File: config.mk
export PLATFORM = sky130hd
export DESIGN_NAME = dwc_merge
export DESIGN_NICKNAME = d
export VERILOG_FILES = /design/src/hdl/assert_macros.svh /design/src/hdl/dwc_pkg.sv /design/src/hdl/dwc_merge.sv
export SDC_FILE = /design/constraint.sdc
export NUM_CORES = 1
export LEC_CHECK = 0
export ABC_AREA = 0
export BUFFER_PORTS_ARGS = -buffer_cell sky130_fd_sc_hd__buf_2
export CAP_MARGIN = 5
export CORE_AREA = 10 10 214 216
export DETAILED_ROUTE_END_ITERATION = 10
export DIE_AREA = 0 0 224 226
export GPL_ROUTABILITY_DRIVEN = 0
export HOLD_SLACK_MARGIN = 0.15
export SETUP_SLACK_MARGIN = 0.4
export SLEW_MARGIN = 20
export SYNTH_ARGS = -nofsm -noshare
export SYNTH_HDL_FRONTEND = slang
export SYNTH_SLANG_ARGS = --single-unit
File: constraint.sdc
create_clock -name clk_i -period 12.3 [get_ports clk_i]
set_input_delay 1.845 -clock clk_i [delete_from_list [all_inputs] [get_ports clk_i]]
set_output_delay 1.845 -clock clk_i [all_outputs]
set_load 0.01 [all_outputs]
File: src/hdl/assert_macros.svh
// Assertion macros used by the top level of the depthwise convolution tile.
`ifndef ASSERT_MACROS_SVH
`define ASSERT_MACROS_SVH

`ifndef SYNTHESIS

`define DWC_ASSERT(lbl, clk, rstn, expr) \
  lbl: assert property (@(posedge clk) disable iff (!rstn) (expr)) \
    else $error("%m: check failed");

`define DWC_ASSERT_IMPL(lbl, clk, rstn, ante, cons) \
  lbl: assert property (@(posedge clk) disable iff (!rstn) (ante) |-> (cons)) \
    else $error("%m: check failed");

`define DWC_ASSERT_NEXT(lbl, clk, rstn, ante, cons) \
  lbl: assert property (@(posedge clk) disable iff (!rstn) (ante) |=> (cons)) \
    else $error("%m: check failed");

`else

`define DWC_ASSERT(lbl, clk, rstn, expr)
`define DWC_ASSERT_IMPL(lbl, clk, rstn, ante, cons)
`define DWC_ASSERT_NEXT(lbl, clk, rstn, ante, cons)

`endif

`endif

File: src/hdl/dwc_pkg.sv
// Constants, codes and types shared by the depthwise convolution tile.
`default_nettype none

package dwc_pkg;

  localparam int TILE_ROWS   = 8;
  localparam int TILE_COLS   = 16;
  localparam int LANES       = 4;
  localparam int SAMPLE_BITS = 16;
  localparam int K           = 3;
  localparam int PAD         = 1;

  localparam int WIN_ROWS = TILE_ROWS + K - 1;
  localparam int WIN_COLS = TILE_COLS + K - 1;
  localparam int NUM_TAPS = K * K;
  localparam int LINE_LEN = (K - 1) * WIN_COLS + K - 1;

  localparam int IMG_W     = 13;
  localparam int POS_W     = 12;
  localparam int WIDX_W    = 4;
  localparam int FUNC_W    = 1;
  localparam int CFG_IDX_W = 4;

  localparam int RR_W  = $clog2(WIN_ROWS);
  localparam int CC_W  = $clog2(WIN_COLS);
  localparam int ROW_W = (TILE_ROWS > 1) ? $clog2(TILE_ROWS) : 1;
  localparam int COL_W = (TILE_COLS > 1) ? $clog2(TILE_COLS) : 1;
  localparam int TAP_W = $clog2(NUM_TAPS);

  localparam int PROD_W   = 2 * SAMPLE_BITS;
  localparam int ROWSUM_W = PROD_W + 2;
  localparam int RESULT_W = 36;

  localparam int IN_FIELDS_W  = WIDX_W + 2 * POS_W + LANES * SAMPLE_BITS;
  localparam int IN_TDATA_W   = ((IN_FIELDS_W + 7) / 8) * 8;
  localparam int OUT_FIELDS_W = ROW_W + COL_W + LANES * RESULT_W;
  localparam int OUT_TDATA_W  = ((OUT_FIELDS_W + 7) / 8) * 8;

  typedef enum logic [FUNC_W-1:0] {
    FUNC_WEIGHT = 1'b0,
    FUNC_PIXEL  = 1'b1
  } func_e;

  typedef enum logic [CFG_IDX_W-1:0] {
    REG_IMAGE_ROWS = 4'd0,
    REG_IMAGE_COLS = 4'd1
  } cfg_reg_e;

  typedef logic signed [SAMPLE_BITS-1:0] sample_t;
  typedef logic signed [PROD_W-1:0]      product_t;
  typedef logic signed [ROWSUM_W-1:0]    rowsum_t;
  typedef logic signed [RESULT_W-1:0]    result_t;

  typedef sample_t [LANES-1:0]    lane_samples_t;
  typedef sample_t [NUM_TAPS-1:0] taps_t;
  typedef taps_t [LANES-1:0]      window_t;
  typedef rowsum_t [K-1:0]        lane_rows_t;

  typedef struct packed {
    logic [ROW_W-1:0] row;
    logic [COL_W-1:0] col;
    logic             last;
  } meta_t;

  typedef struct packed {
    logic prod_en;
    logic sum_en;
  } stage_ctrl_t;

  typedef struct packed {
    logic [IN_TDATA_W-IN_FIELDS_W-1:0] pad;
    lane_samples_t                     values;
    logic [POS_W-1:0]                  tile_col;
    logic [POS_W-1:0]                  tile_row;
    logic [WIDX_W-1:0]                 weight_index;
  } in_data_t;

  typedef struct packed {
    logic [OUT_TDATA_W-OUT_FIELDS_W-1:0] pad;
    result_t [LANES-1:0]                 results;
    logic [COL_W-1:0]                    col;
    logic [ROW_W-1:0]                    row;
  } out_data_t;

endpackage

`default_nettype wire

File: src/hdl/dwc_merge.sv
// Output stage: adds the row sums of every lane and holds the packed result transfer.
`default_nettype none

module dwc_merge (
  input  logic                                  clk_i,
  input  logic                                  rst_ni,
  input  logic                                  valid_i,
  input  dwc_pkg::meta_t                        meta_i,
  input  dwc_pkg::lane_rows_t [dwc_pkg::LANES-1:0] rowsum_i,
  output logic                                  ready_o,
  output logic                                  m_axis_tvalid,
  input  logic                                  m_axis_tready,
  // out_row, out_col, result_0, result_1, result_2, result_3, zero fill
  output logic [dwc_pkg::OUT_TDATA_W-1:0]        m_axis_tdata,
  // last_of_tile
  output logic                                  m_axis_tlast
);
  import dwc_pkg::*;

  logic      valid_q;
  out_data_t data_d, data_q;
  logic      last_q;

  assign ready_o = !valid_q || m_axis_tready;

  always_comb begin
    data_d     = '0;
    data_d.row = meta_i.row;
    data_d.col = meta_i.col;
    for (int l = 0; l < LANES; l++) begin
      data_d.results[l] = RESULT_W'(rowsum_i[l][0]) + RESULT_W'(rowsum_i[l][1])
                        + RESULT_W'(rowsum_i[l][2]);
    end
  end

  always_ff @(posedge clk_i or negedge rst_ni) begin
    if (!rst_ni) begin
      valid_q <= 1'b0;
    end else if (ready_o) begin
      valid_q <= valid_i;
    end
  end

  always_ff @(posedge clk_i) begin
    if (ready_o && valid_i) begin
      data_q <= data_d;
      last_q <= meta_i.last;
    end
  end

  assign m_axis_tvalid = valid_q;
  assign m_axis_tdata  = data_q;
  assign m_axis_tlast  = last_q;

endmodule

`default_nettype wire
==> results.ini <==
[min_path]
hold_path.class=register to register
worstHoldPathCells=2

[cts]
clockBufferDepth=2
cts_buffers=17
cts_resized=0
cts.sinks=153
cts.hold.buffers_added=0
clk_latency_ps=450
cts-root-buf=clkbuf_16
clkTransAtPathRegs_ps=70
cts_tree=yes
postCtsSetupBuffers=0
htree_num_levels=4

[setup_path]
critPathCaptureType=register
reg2reg_depth=3
crit_fanout=4
critPathSlowestCell=fa_1
cpPeakStageDelay_ps=540
crit_chain=buf_2, fa_1, ha_1, inv_1, fa_1, nand2b_1, a211oi_1, o211ai_1, a32oi_1, a31o_2, a211oi_1, o31ai_1, a21oi_1, xnor2_1
crit_required_ps=12490
criticalPathCategory=primary input to register
cp-start-kind=primary input
crit_arrival_ps=5450

[yosys]
synth_top_area_cell=edfxtp_1
yosysSeqAreaShare=0.320
ys_async_sr_fraction=0.00654
ys_seq_elements=153
synthesis.nets=1978
synth-edff-count=152
synth.distinct_cells=73
syn_area_um2=14400
avgSynthCellArea_um2=11.2
synthTopCellsByArea=edfxtp_1 32%, fa_1 20%, ha_1 12%, xnor2_1 4.8%, a21o_1 4.5%
synth_cells=1282
synth_top_cell_area_share=0.318
ys.flop_type=edfxtp_1
synth_warnings=0

[final_layout]
drive_gt1_frac=0.334
instances_no_fill=2405
final_common_cell=buf_2
area_growth_pct=28.0
regArea_um2=4590
nets=2549
antenna_cells=0
final_cell_mix=573 x buf_2, 152 x edfxtp_1, 140 x fa_1
fillCellCount=3990
multi_input_area_um2=9440

[floorplan]
die_y_um=226
io_pins=575
start_util=0.345
core_um2=41600
placementRows=75
die_w_um=224
die-area_um2=50600

[global_routing]
grt_usage=0.186
antenna_found_initial=0
grt_pass1_wl_um=73200
grt_start_max_net_pins=71
grt_pass1_vias=13000
globalRouteOverflowTotal=0

[timing]
grt_setup_unrepaired=false
drv_slew=0
fin_crit_sh=0.427
relSlewSlack=0.326
fin_tns_setup_ps=0
finClkSkew_ps=8.35
fin_crit_ps=5260
setup_viol=0
max_freq_mhz=190
worst_pin_slew_ps=1010
hold_violations=0

[power_and_ir_drop]
internal_power_mw=1.58
power.density_nw_per_um2=140
leakagePower_nw=8.50
power.net_switching_mw=0.996
swShare=0.387
clkPwrFrac=0.204
pwr-share-comb=0.494
ir_drop_uv=82.8
power.sequential.fraction=0.302

[detailed_routing]
dr.pass1.iters=5
avgViaCountPerCell=5.06
dr_total_vias=12200
remaining_drc_errors=0
wl_per_cell_um=20.1
wirelength_um=48400
ant_nets=0
first_iter_violations=591

[placement]
port_buffers=573
dpl.cell_count=2373
dp_hpwl_um=41900

[flow_run]
cap_violations=0

[outcome]
status=complete, no violations

## per-layer routing
| layer | vias up | track usage | routed length, um | share of wire |
|---|---|---|---|---|
| met5 | - | 0 | 0 | 0 |
| met4 | 0 | 0.0430 | 663 | 0.014 |
| met3 | 29 | 0.0550 | 3530 | 0.073 |
| met2 | 430 | 0.330 | 24600 | 0.51 |
| met1 | 5822 | 0.215 | 19600 | 0.41 |
| li1 | 5886 | - | - | - |
## sequential cells by signal, indices dropped and copies added, names as in the netlist
| register | cells |
|---|---|
| m_axis_tvalid | 1 |
| m_axis_tlast | 1 |
| m_axis_tdata | 151 |
## final timing paths
kind                                      startpoint  slack (ps)                          end
max                                    rowsum_i[205]        7040  m_axis_tdata[110]$_DFFE_PP_
min                        m_axis_tvalid$_DFFE_PN0N_         550    m_axis_tvalid$_DFFE_PN0N_
max reg2reg                m_axis_tvalid$_DFFE_PN0N_       10120   m_axis_tdata[33]$_DFFE_PP_
min reg2reg                m_axis_tvalid$_DFFE_PN0N_         550    m_axis_tvalid$_DFFE_PN0N_
max in group asynchronous                     rst_ni       11050    m_axis_tvalid$_DFFE_PN0N_
min in group asynchronous                     rst_ni        1160    m_axis_tvalid$_DFFE_PN0N_
## critical path: cells and delay by family
family | cells | cell delay, ps
AO/OA/AOI/OAI | 7 | 1910
AND/OR/NAND/NOR | 1 | 180
buffers and inverters | 2 | 180
adder cells (fa/ha/maj) | 3 | 1190
XOR/XNOR | 1 | 130
## Yosys cell counts, types with 10 or more instances
library cell and count:
nand3_1 29, fa_1 140, o21bai_1 11, nand2b_1 19, ha_1 136, xnor2_1 78, and3_1 10, a31oi_1 18
clkbuf_1 21, o21ai_0 52, inv_1 64, edfxtp_1 152, nand4_1 13, a211oi_1 18, nor2b_1 21, nor2_1 64
nand2_1 60, a21oi_1 115, or3_1 10, o21a_1 18, xor2_1 38, a21o_1 86
## layout make-up
cell class / count / area share
clock inverter: 13 / 0.00674
multi-input combinational: 1042 / 0.514
sequential: 153 / 0.250
tap: 539 / 0.0367
inverter: 64 / 0.0131
timing repair buffer: 575 / 0.157
clock buffer: 19 / 0.0235
## metrics by stage
| step | power [mW] | hold slack [ps] | utilization | instance area, um^2 | setup WS, ps |
|---|---|---|---|---|---|
| after floorplan | 1.62 | 622 | - | 14400 | 6220 |
| after global placement | 2.05 | 508 | 0.429 | 17800 | 6660 |
| final | 2.57 | 553 | 0.442 | 18400 | 7040 |
| after global routing | 2.76 | 589 | 0.442 | 18400 | 6820 |
| after CTS | 2.60 | 549 | 0.442 | 18400 | 7030 |
| after detailed placement | 2.06 | 532 | 0.429 | 17800 | 6580 |
## cell families (layout without fill, tap and decap cells)
logic type                 after synthesis  count (layout)  share of synthesized area
xor gates and xnor gates               116             116                     0.0708
and+or+nand+nor                        253             253                     0.0870
AOI/OAI and AO/OA                      394             394                      0.184
other                                    1               1                   0.000261
muxes                                    2               2                    0.00139
DFF                                    153             153                      0.320
adders and majority gates              276             276                      0.314
buffers and inverters                   87             671                     0.0230
## power by group through the flow
stage	registers, mW	logic (mW)	clock network [mW]
after detailed placement	0.788	1.27	0
after global placement	0.788	1.26	0
after floorplan	0.836	0.784	0
after global routing	0.785	1.41	0.559
after CTS	0.778	1.28	0.540
final	0.776	1.27	0.525
(Power assumes the default switching activity.)
