===== src/hdl/assert_macros.svh =====
// Assertion macros used by the top level of the depthwise convolution tile.
`ifndef ASSERT_MACROS_SVH
`define ASSERT_MACROS_SVH

`ifndef SYNTHESIS

`define DWC_ASSERT(lbl, clk, rstn, expr) \
  lbl: assert property (@(posedge clk) disable iff (!rstn) (expr)) \
    else $error("%m: check failed");

`define DWC_ASSERT_IMPL(lbl, clk, rstn, ante, cons) \
  lbl: assert property (@(posedge clk) disable iff (!rstn) (ante) |-> (cons)) \
    else $error("%m: check failed");

`define DWC_ASSERT_NEXT(lbl, clk, rstn, ante, cons) \
  lbl: assert property (@(posedge clk) disable iff (!rstn) (ante) |=> (cons)) \
    else $error("%m: check failed");

`else

`define DWC_ASSERT(lbl, clk, rstn, expr)
`define DWC_ASSERT_IMPL(lbl, clk, rstn, ante, cons)
`define DWC_ASSERT_NEXT(lbl, clk, rstn, ante, cons)

`endif

`endif


===== src/hdl/dwc_pkg.sv =====
// Constants, codes and types shared by the depthwise convolution tile.
`default_nettype none

package dwc_pkg;

  localparam int TILE_ROWS   = 8;
  localparam int TILE_COLS   = 16;
  localparam int LANES       = 4;
  localparam int SAMPLE_BITS = 16;
  localparam int K           = 3;
  localparam int PAD         = 1;

  localparam int WIN_ROWS = TILE_ROWS + K - 1;
  localparam int WIN_COLS = TILE_COLS + K - 1;
  localparam int NUM_TAPS = K * K;
  localparam int LINE_LEN = (K - 1) * WIN_COLS + K - 1;

  localparam int IMG_W     = 13;
  localparam int POS_W     = 12;
  localparam int WIDX_W    = 4;
  localparam int FUNC_W    = 1;
  localparam int CFG_IDX_W = 4;

  localparam int RR_W  = $clog2(WIN_ROWS);
  localparam int CC_W  = $clog2(WIN_COLS);
  localparam int ROW_W = (TILE_ROWS > 1) ? $clog2(TILE_ROWS) : 1;
  localparam int COL_W = (TILE_COLS > 1) ? $clog2(TILE_COLS) : 1;
  localparam int TAP_W = $clog2(NUM_TAPS);

  localparam int PROD_W   = 2 * SAMPLE_BITS;
  localparam int ROWSUM_W = PROD_W + 2;
  localparam int RESULT_W = 36;

  localparam int IN_FIELDS_W  = WIDX_W + 2 * POS_W + LANES * SAMPLE_BITS;
  localparam int IN_TDATA_W   = ((IN_FIELDS_W + 7) / 8) * 8;
  localparam int OUT_FIELDS_W = ROW_W + COL_W + LANES * RESULT_W;
  localparam int OUT_TDATA_W  = ((OUT_FIELDS_W + 7) / 8) * 8;

  typedef enum logic [FUNC_W-1:0] {
    FUNC_WEIGHT = 1'b0,
    FUNC_PIXEL  = 1'b1
  } func_e;

  typedef enum logic [CFG_IDX_W-1:0] {
    REG_IMAGE_ROWS = 4'd0,
    REG_IMAGE_COLS = 4'd1
  } cfg_reg_e;

  typedef logic signed [SAMPLE_BITS-1:0] sample_t;
  typedef logic signed [PROD_W-1:0]      product_t;
  typedef logic signed [ROWSUM_W-1:0]    rowsum_t;
  typedef logic signed [RESULT_W-1:0]    result_t;

  typedef sample_t [LANES-1:0]    lane_samples_t;
  typedef sample_t [NUM_TAPS-1:0] taps_t;
  typedef taps_t [LANES-1:0]      window_t;
  typedef rowsum_t [K-1:0]        lane_rows_t;

  typedef struct packed {
    logic [ROW_W-1:0] row;
    logic [COL_W-1:0] col;
    logic             last;
  } meta_t;

  typedef struct packed {
    logic prod_en;
    logic sum_en;
  } stage_ctrl_t;

  typedef struct packed {
    logic [IN_TDATA_W-IN_FIELDS_W-1:0] pad;
    lane_samples_t                     values;
    logic [POS_W-1:0]                  tile_col;
    logic [POS_W-1:0]                  tile_row;
    logic [WIDX_W-1:0]                 weight_index;
  } in_data_t;

  typedef struct packed {
    logic [OUT_TDATA_W-OUT_FIELDS_W-1:0] pad;
    result_t [LANES-1:0]                 results;
    logic [COL_W-1:0]                    col;
    logic [ROW_W-1:0]                    row;
  } out_data_t;

endpackage

`default_nettype wire


===== src/hdl/dwc_window.sv =====
// Window former: raster position, zero padding, two-row shift line and tap weights.
`default_nettype none

module dwc_window (
  input  logic                   clk_i,
  input  logic                   rst_ni,
  input  logic                   pix_load_i,
  input  logic                   wgt_load_i,
  input  logic [dwc_pkg::WIDX_W-1:0] weight_index_i,
  input  logic [dwc_pkg::POS_W-1:0]  tile_row_i,
  input  logic [dwc_pkg::POS_W-1:0]  tile_col_i,
  input  dwc_pkg::lane_samples_t values_i,
  input  logic [dwc_pkg::IMG_W-1:0]  image_rows_i,
  input  logic [dwc_pkg::IMG_W-1:0]  image_cols_i,
  output logic                   emit_o,
  output dwc_pkg::window_t       taps_o,
  output dwc_pkg::window_t       weights_o,
  output dwc_pkg::meta_t         meta_o
);
  import dwc_pkg::*;

  logic [RR_W-1:0] rr_q, rr_d;
  logic [CC_W-1:0] cc_q, cc_d;
  logic [IMG_W-1:0] trow, tcol;
  logic            in_image;
  lane_samples_t   cur;
  lane_samples_t   line_q [LINE_LEN];
  lane_samples_t   tap_src [NUM_TAPS];
  window_t         win;
  window_t         taps_q;
  window_t         wgt_q;
  meta_t           meta, meta_q;

  always_comb begin
    cc_d = cc_q + CC_W'(1);
    rr_d = rr_q;
    if (cc_q == CC_W'(WIN_COLS - 1)) begin
      cc_d = '0;
      rr_d = (rr_q == RR_W'(WIN_ROWS - 1)) ? '0 : rr_q + RR_W'(1);
    end
  end

  always_ff @(posedge clk_i or negedge rst_ni) begin
    if (!rst_ni) begin
      rr_q <= '0;
      cc_q <= '0;
    end else if (pix_load_i) begin
      rr_q <= rr_d;
      cc_q <= cc_d;
    end
  end

  assign trow = IMG_W'(tile_row_i) + IMG_W'(rr_q);
  assign tcol = IMG_W'(tile_col_i) + IMG_W'(cc_q);
  assign in_image = (trow >= IMG_W'(PAD))
                 && ((IMG_W+1)'(trow) < (IMG_W+1)'(image_rows_i) + (IMG_W+1)'(PAD))
                 && (tcol >= IMG_W'(PAD))
                 && ((IMG_W+1)'(tcol) < (IMG_W+1)'(image_cols_i) + (IMG_W+1)'(PAD));

  always_comb begin
    for (int l = 0; l < LANES; l++) begin
      cur[l] = in_image ? values_i[l] : '0;
    end
  end

  always_ff @(posedge clk_i) begin
    if (pix_load_i) begin
      line_q[0] <= cur;
      for (int i = 1; i < LINE_LEN; i++) begin
        line_q[i] <= line_q[i-1];
      end
    end
  end

  for (genvar t = 0; t < NUM_TAPS; t++) begin : g_tap
    localparam int DLY = (K - 1 - t / K) * WIN_COLS + (K - 1 - t % K);
    if (DLY == 0) begin : g_cur
      assign tap_src[t] = cur;
    end else begin : g_line
      assign tap_src[t] = line_q[DLY-1];
    end
  end

  always_comb begin
    for (int l = 0; l < LANES; l++) begin
      for (int t = 0; t < NUM_TAPS; t++) begin
        win[l][t] = tap_src[t][l];
      end
    end
  end

  assign emit_o = (rr_q >= RR_W'(K - 1)) && (cc_q >= CC_W'(K - 1));

  always_comb begin
    meta.row  = ROW_W'(rr_q - RR_W'(K - 1));
    meta.col  = COL_W'(cc_q - CC_W'(K - 1));
    meta.last = (rr_q == RR_W'(WIN_ROWS - 1)) && (cc_q == CC_W'(WIN_COLS - 1));
  end

  always_ff @(posedge clk_i) begin
    if (pix_load_i) begin
      taps_q <= win;
      meta_q <= meta;
    end
  end

  always_ff @(posedge clk_i) begin
    if (wgt_load_i && (weight_index_i < WIDX_W'(NUM_TAPS))) begin
      for (int l = 0; l < LANES; l++) begin
        wgt_q[l][weight_index_i[TAP_W-1:0]] <= values_i[l];
      end
    end
  end

  assign taps_o    = taps_q;
  assign weights_o = wgt_q;
  assign meta_o    = meta_q;

endmodule

`default_nettype wire


===== config.mk =====
export PLATFORM = sky130hd
export DESIGN_NAME = dwc_window
export DESIGN_NICKNAME = d
export VERILOG_FILES = /design/src/hdl/assert_macros.svh /design/src/hdl/dwc_pkg.sv /design/src/hdl/dwc_window.sv
export SDC_FILE = /design/constraint.sdc
export NUM_CORES = 2
export LEC_CHECK = 0
export ABC_AREA = 1
export CORE_AREA = 5 5 501 503
export CTS_CLUSTER_DIAMETER = 200
export CTS_CLUSTER_SIZE = 20
export DETAILED_ROUTE_END_ITERATION = 7
export DIE_AREA = 0 0 506 508
export DONT_BUFFER_PORTS = 1
export PLACE_DENSITY = 0.52
export SYNTH_ARGS = -nofsm -noshare
export SYNTH_HDL_FRONTEND = slang
export SYNTH_SLANG_ARGS = --single-unit
export TNS_END_PERCENT = 5

===== constraint.sdc =====
create_clock -name clk_i -period 2.9 [get_ports clk_i]
set_input_delay 0.58 -clock clk_i [delete_from_list [all_inputs] [get_ports clk_i]]
set_output_delay 0.58 -clock clk_i [all_outputs]
set_load 0.05 [all_outputs]

==> out/summary.txt <==
=================================================================================================
Starting density of the core                                                               0.3907
# setup viols final                                                                           490
Switching fraction of total power                                                          0.2280
Final cell count without fillers                                                             7273
Number of distinct library cell variants in the gate-level netlist after synthesis             31
Period Utilization, post-route                                                              1.097
Routed WL                                                                               181500 µm
Run status                                                                           finished with violations
Area of the die                                                                        257000 µm²
Total Neg Setup Slack                                                                   -32880 ps
Part of the total power dissipated in sequential elements                                   0.667
Number of nets with antenna violations after routing                                            0
Pin count of the biggest net entering global routing                                          250
Initial DRC count                                                                            3132
Number of port buffers                                                                          0
Violated checks                                                                      hold timing, setup timing
Clock tree from TritonCTS                                                                     yes
Worst vdd ir                                                                            0.5676 mV
Clock root buffer                                                                    sky130_fd_sc_hd__clkbuf_16
Worst hold-check slack                                                                  -103.1 ps
NumNets Final                                                                                4182
Die H                                                                                      508 µm
Peak-usage layer in the global routing report                                                met2
Worst min path class                                                                    in -> reg
Clock transition at the registers of the reported paths                                     90 ps
Fin Clk Skew                                                                             56.22 ps
Maximum buffer depth of the clock tree                                                          3
Endpoint class of the critical path                                                     flip-flop
First-pass GRT wire length                                                              252600 µm
Aggregate global routing overflow                                                               0
Die W                                                                                      506 µm
Power per standard cell area                                                         773.2 nW/µm²
Via count of the first global-routing pass                                                  34080
Critical Path Source Type                                                               flip-flop
Largest cells by area after synthesis                                                sky130_fd_sc_hd__edfxtp_1, sky130_fd_sc_hd__inv_1, sky130_fd_sc_hd__ha_1
Data required time of the critical path                                                   3480 ps
Fraction of final layout cells sized beyond drive strength 1                               0.1102
Floorplan row count                                                                           182
Number of standard cells after synthesis                                                     3675
Number of vias after detailed routing                                                       34400
Share of power burned in combinational logic                                                0.041
Seq/Total Area, Yosys                                                                      0.9668
Area Growth Syn to Fin                                                                     11.77%
GRT Resource Usage Total                                                                   0.1352
Hold Path Cell Cnt                                                                              0
Cells on worst reg2reg path                                                                    21
Arrival time at the worst endpoint                                                        3760 ps
Placed wire-length estimate after detailed placement                                    112800 µm
Clock latency at the later pin of the worst-skew pair                                      840 ps
Count of state elements after synthesis                                                      3089
Placer congestion estimate                                                                 0.8048
Fin worst setup slack                                                                   -280.9 ps
I/O pin count                                                                                1283
FMAX                                                                                    314.4 MHz
Clk pwr share                                                                               0.291
Max Slew Vio Count                                                                              0
Ratio of routed vias to standard cells                                                      4.730
Internal power contribution                                                             0.06398 W
Core Util, Final                                                                           0.4367
M3 GR Usage                                                                               0.05053
Number of nets produced by synthesis                                                         3839
Number of warnings issued by yosys                                                              0
Cell area after synthesis                                                               95900 µm²
Remaining DRCs                                                                                  0
Clock net sink count                                                                         3089
Number of clock buffers inserted by TritonCTS                                                 172
Avg Inst Size Synth                                                                     26.09 µm²
Leakage power total                                                                      35.17 nW
Worst Path Class, Setup                                                                reg -> reg
Routed wire per std cell                                                                 24.95 µm
Most area-hungry cell type in the Yosys netlist                                      sky130_fd_sc_hd__edfxtp_1
Worst setup slack after placement                                                        -2664 ps
Placed instance count                                                                        6977
Unrepaired setup endpoints after global routing                                              true
Core Region                                                                            245500 µm²
Hold Violations, Final                                                                         13
Worst Max-Slew Pin Slew                                                                   1290 ps
Worst-case headroom to the max-slew limit                                                  0.1401
Met2 Track Usage GR                                                                        0.2244
Number of max-cap violations                                                                    0
Routing usage on met1                                                                      0.1613
Switching power total                                                                   0.01890 W
Clock period minus worst slack                                                            3181 ps
Number of antenna violations at the first check in global routing                              30
Total number of H-tree levels                                                                   4
Critical-path maximum fanout                                                                    5
Iteration count of the initial detailed-routing pass                                            5
Area fraction of the dominant cell type after synthesis                                    0.9644
=================================================================================================
layer usage:
layer  up-vias  part of all wire
met2      1354              0.50
met4        16             0.039
li1      14980                 -
met1     17750              0.37
met5         -           0.00060
met3       308             0.091
synth_stat cells (all sizes together):
cell / count
edfxtp: 3080
nand4: 9
o21a: 3
dfrtp: 9
o21ai: 7
a22o: 1
nor3: 10
nand2: 137
a31oi: 1
fa: 2
o22ai: 3
inv: 144
nand3: 48
a21oi: 19
nor2: 119
o211ai: 1
nor3b: 1
nand3b: 2
o221a: 1
nor4: 1
and2: 1
xor2: 18
xnor2: 11
buf: 7
ha: 40
cells by family after synthesis:
group	synth area share
AO/OA/AOI/OAI	0.002257
XOR/XNOR	0.002649
adder cells (fa/ha/maj)	0.005636
buffers and inverters	0.006458
flip-flops	0.9668
AND/OR/NAND/NOR	0.01620
flip-flops by register name (all words and copies together) (netlist names):
register / cells
cc_q: 5
line_q: 1952
meta_o: 8
rr_q: 4
taps_o: 544
weights_o: 576
path summary, 6_finish.rpt:
path                           startpoint        endpoint  slack [ps]
max reg2reg                       rr_q[0]     taps_o[128]        -280
min                            pix_load_i      taps_o[41]        -100
min in group asynchronous          rst_ni         rr_q[1]         160
max in group asynchronous          rst_ni         rr_q[2]        2360
max                               rr_q[0]     taps_o[128]        -280
min reg2reg                line_q[25][48]  line_q[26][48]         390
area by class of cell:
cell class,instances,area (µm²)
flip-flops and latches,3089,92710
diodes,6,15.01
clock buffers,190,4414
multi-input cells,435,3015
inverters,144,560.5
repair buffers,176,2162
fillers,20410,138300
well taps,3220,4029
clock inverters,13,280.3
critical path, cell delays in order, from the launching register on:
cell and delay (ps):
sky130_fd_sc_hd__dfrtp_1 390, sky130_fd_sc_hd__ha_2 210, sky130_fd_sc_hd__inv_2 40, sky130_fd_sc_hd__fa_2 390, sky130_fd_sc_hd__inv_2 100, sky130_fd_sc_hd__nand3_4 90
sky130_fd_sc_hd__nand3_4 110, sky130_fd_sc_hd__nand2_4 60, sky130_fd_sc_hd__ha_4 260, sky130_fd_sc_hd__nand2_1 60, sky130_fd_sc_hd__o21a_1 180, sky130_fd_sc_hd__o21ai_2 70
sky130_fd_sc_hd__nand2_1 70, sky130_fd_sc_hd__nand3_1 70, sky130_fd_sc_hd__nand2_1 70, sky130_fd_sc_hd__nand2_2 70, sky130_fd_sc_hd__nand2_2 60, sky130_fd_sc_hd__nand4_4 90
sky130_fd_sc_hd__buf_12 150, sky130_fd_sc_hd__buf_16 160, sky130_fd_sc_hd__buf_12 150, sky130_fd_sc_hd__nor2_2 40
repair_timing:
item	in CTS	in global routing
buffers inserted	5	5
hold endpoints to repair	803	174
pin swaps	16	28
setup endpoints to repair	968	719
hold buffers	66	2
cloned	9	0
gates resized for setup	49	57
cells in the final DEF (no fill, tap or decap), drive strengths merged:
| cell | instances |
|---|---|
| nand4 | 9 |
| ha | 40 |
| edfxtp | 3080 |
| fa | 2 |
| nand3 | 48 |
| clkinv | 7 |
| nor2 | 119 |
| nand2 | 137 |
| o21a | 3 |
| nor3b | 1 |
| nor4 | 1 |
| o21ai | 7 |
| o211ai | 1 |
| nor3 | 10 |
| o22ai | 3 |
| nand3b | 2 |
| o221a | 1 |
| a21oi | 19 |
| a31oi | 1 |
| a22o | 1 |
| buf | 103 |
| and2 | 1 |
| xnor2 | 11 |
| clkbuf | 190 |
| diode | 6 |
| bufbuf | 5 |
| dfrtp | 9 |
| dlygate4sd3 | 68 |
| xor2 | 18 |
| inv | 150 |
metrics by stage:
step | total power, W | instance area [µm²]
2_1_floorplan | 0.05690 | 95960
3_3_place_gp | 0.05888 | 101000
3_5_place_dp | 0.05901 | 101000
4_1_cts | 0.08396 | 106900
5_1_grt | 0.08641 | 107200
6_report | 0.08288 | 107200
power groups by stage:
stage | combinational (W) | clock (W) | sequential, W
final | 0.00343 | 0.0241 | 0.0553
after floorplan | 0.00119 | 0 | 0.0557
after CTS | 0.00323 | 0.0253 | 0.0554
after global placement | 0.00253 | 0 | 0.0564
after global routing | 0.00379 | 0.0271 | 0.0556
after detailed placement | 0.00261 | 0 | 0.0564
(Power assumes the default switching activity.)
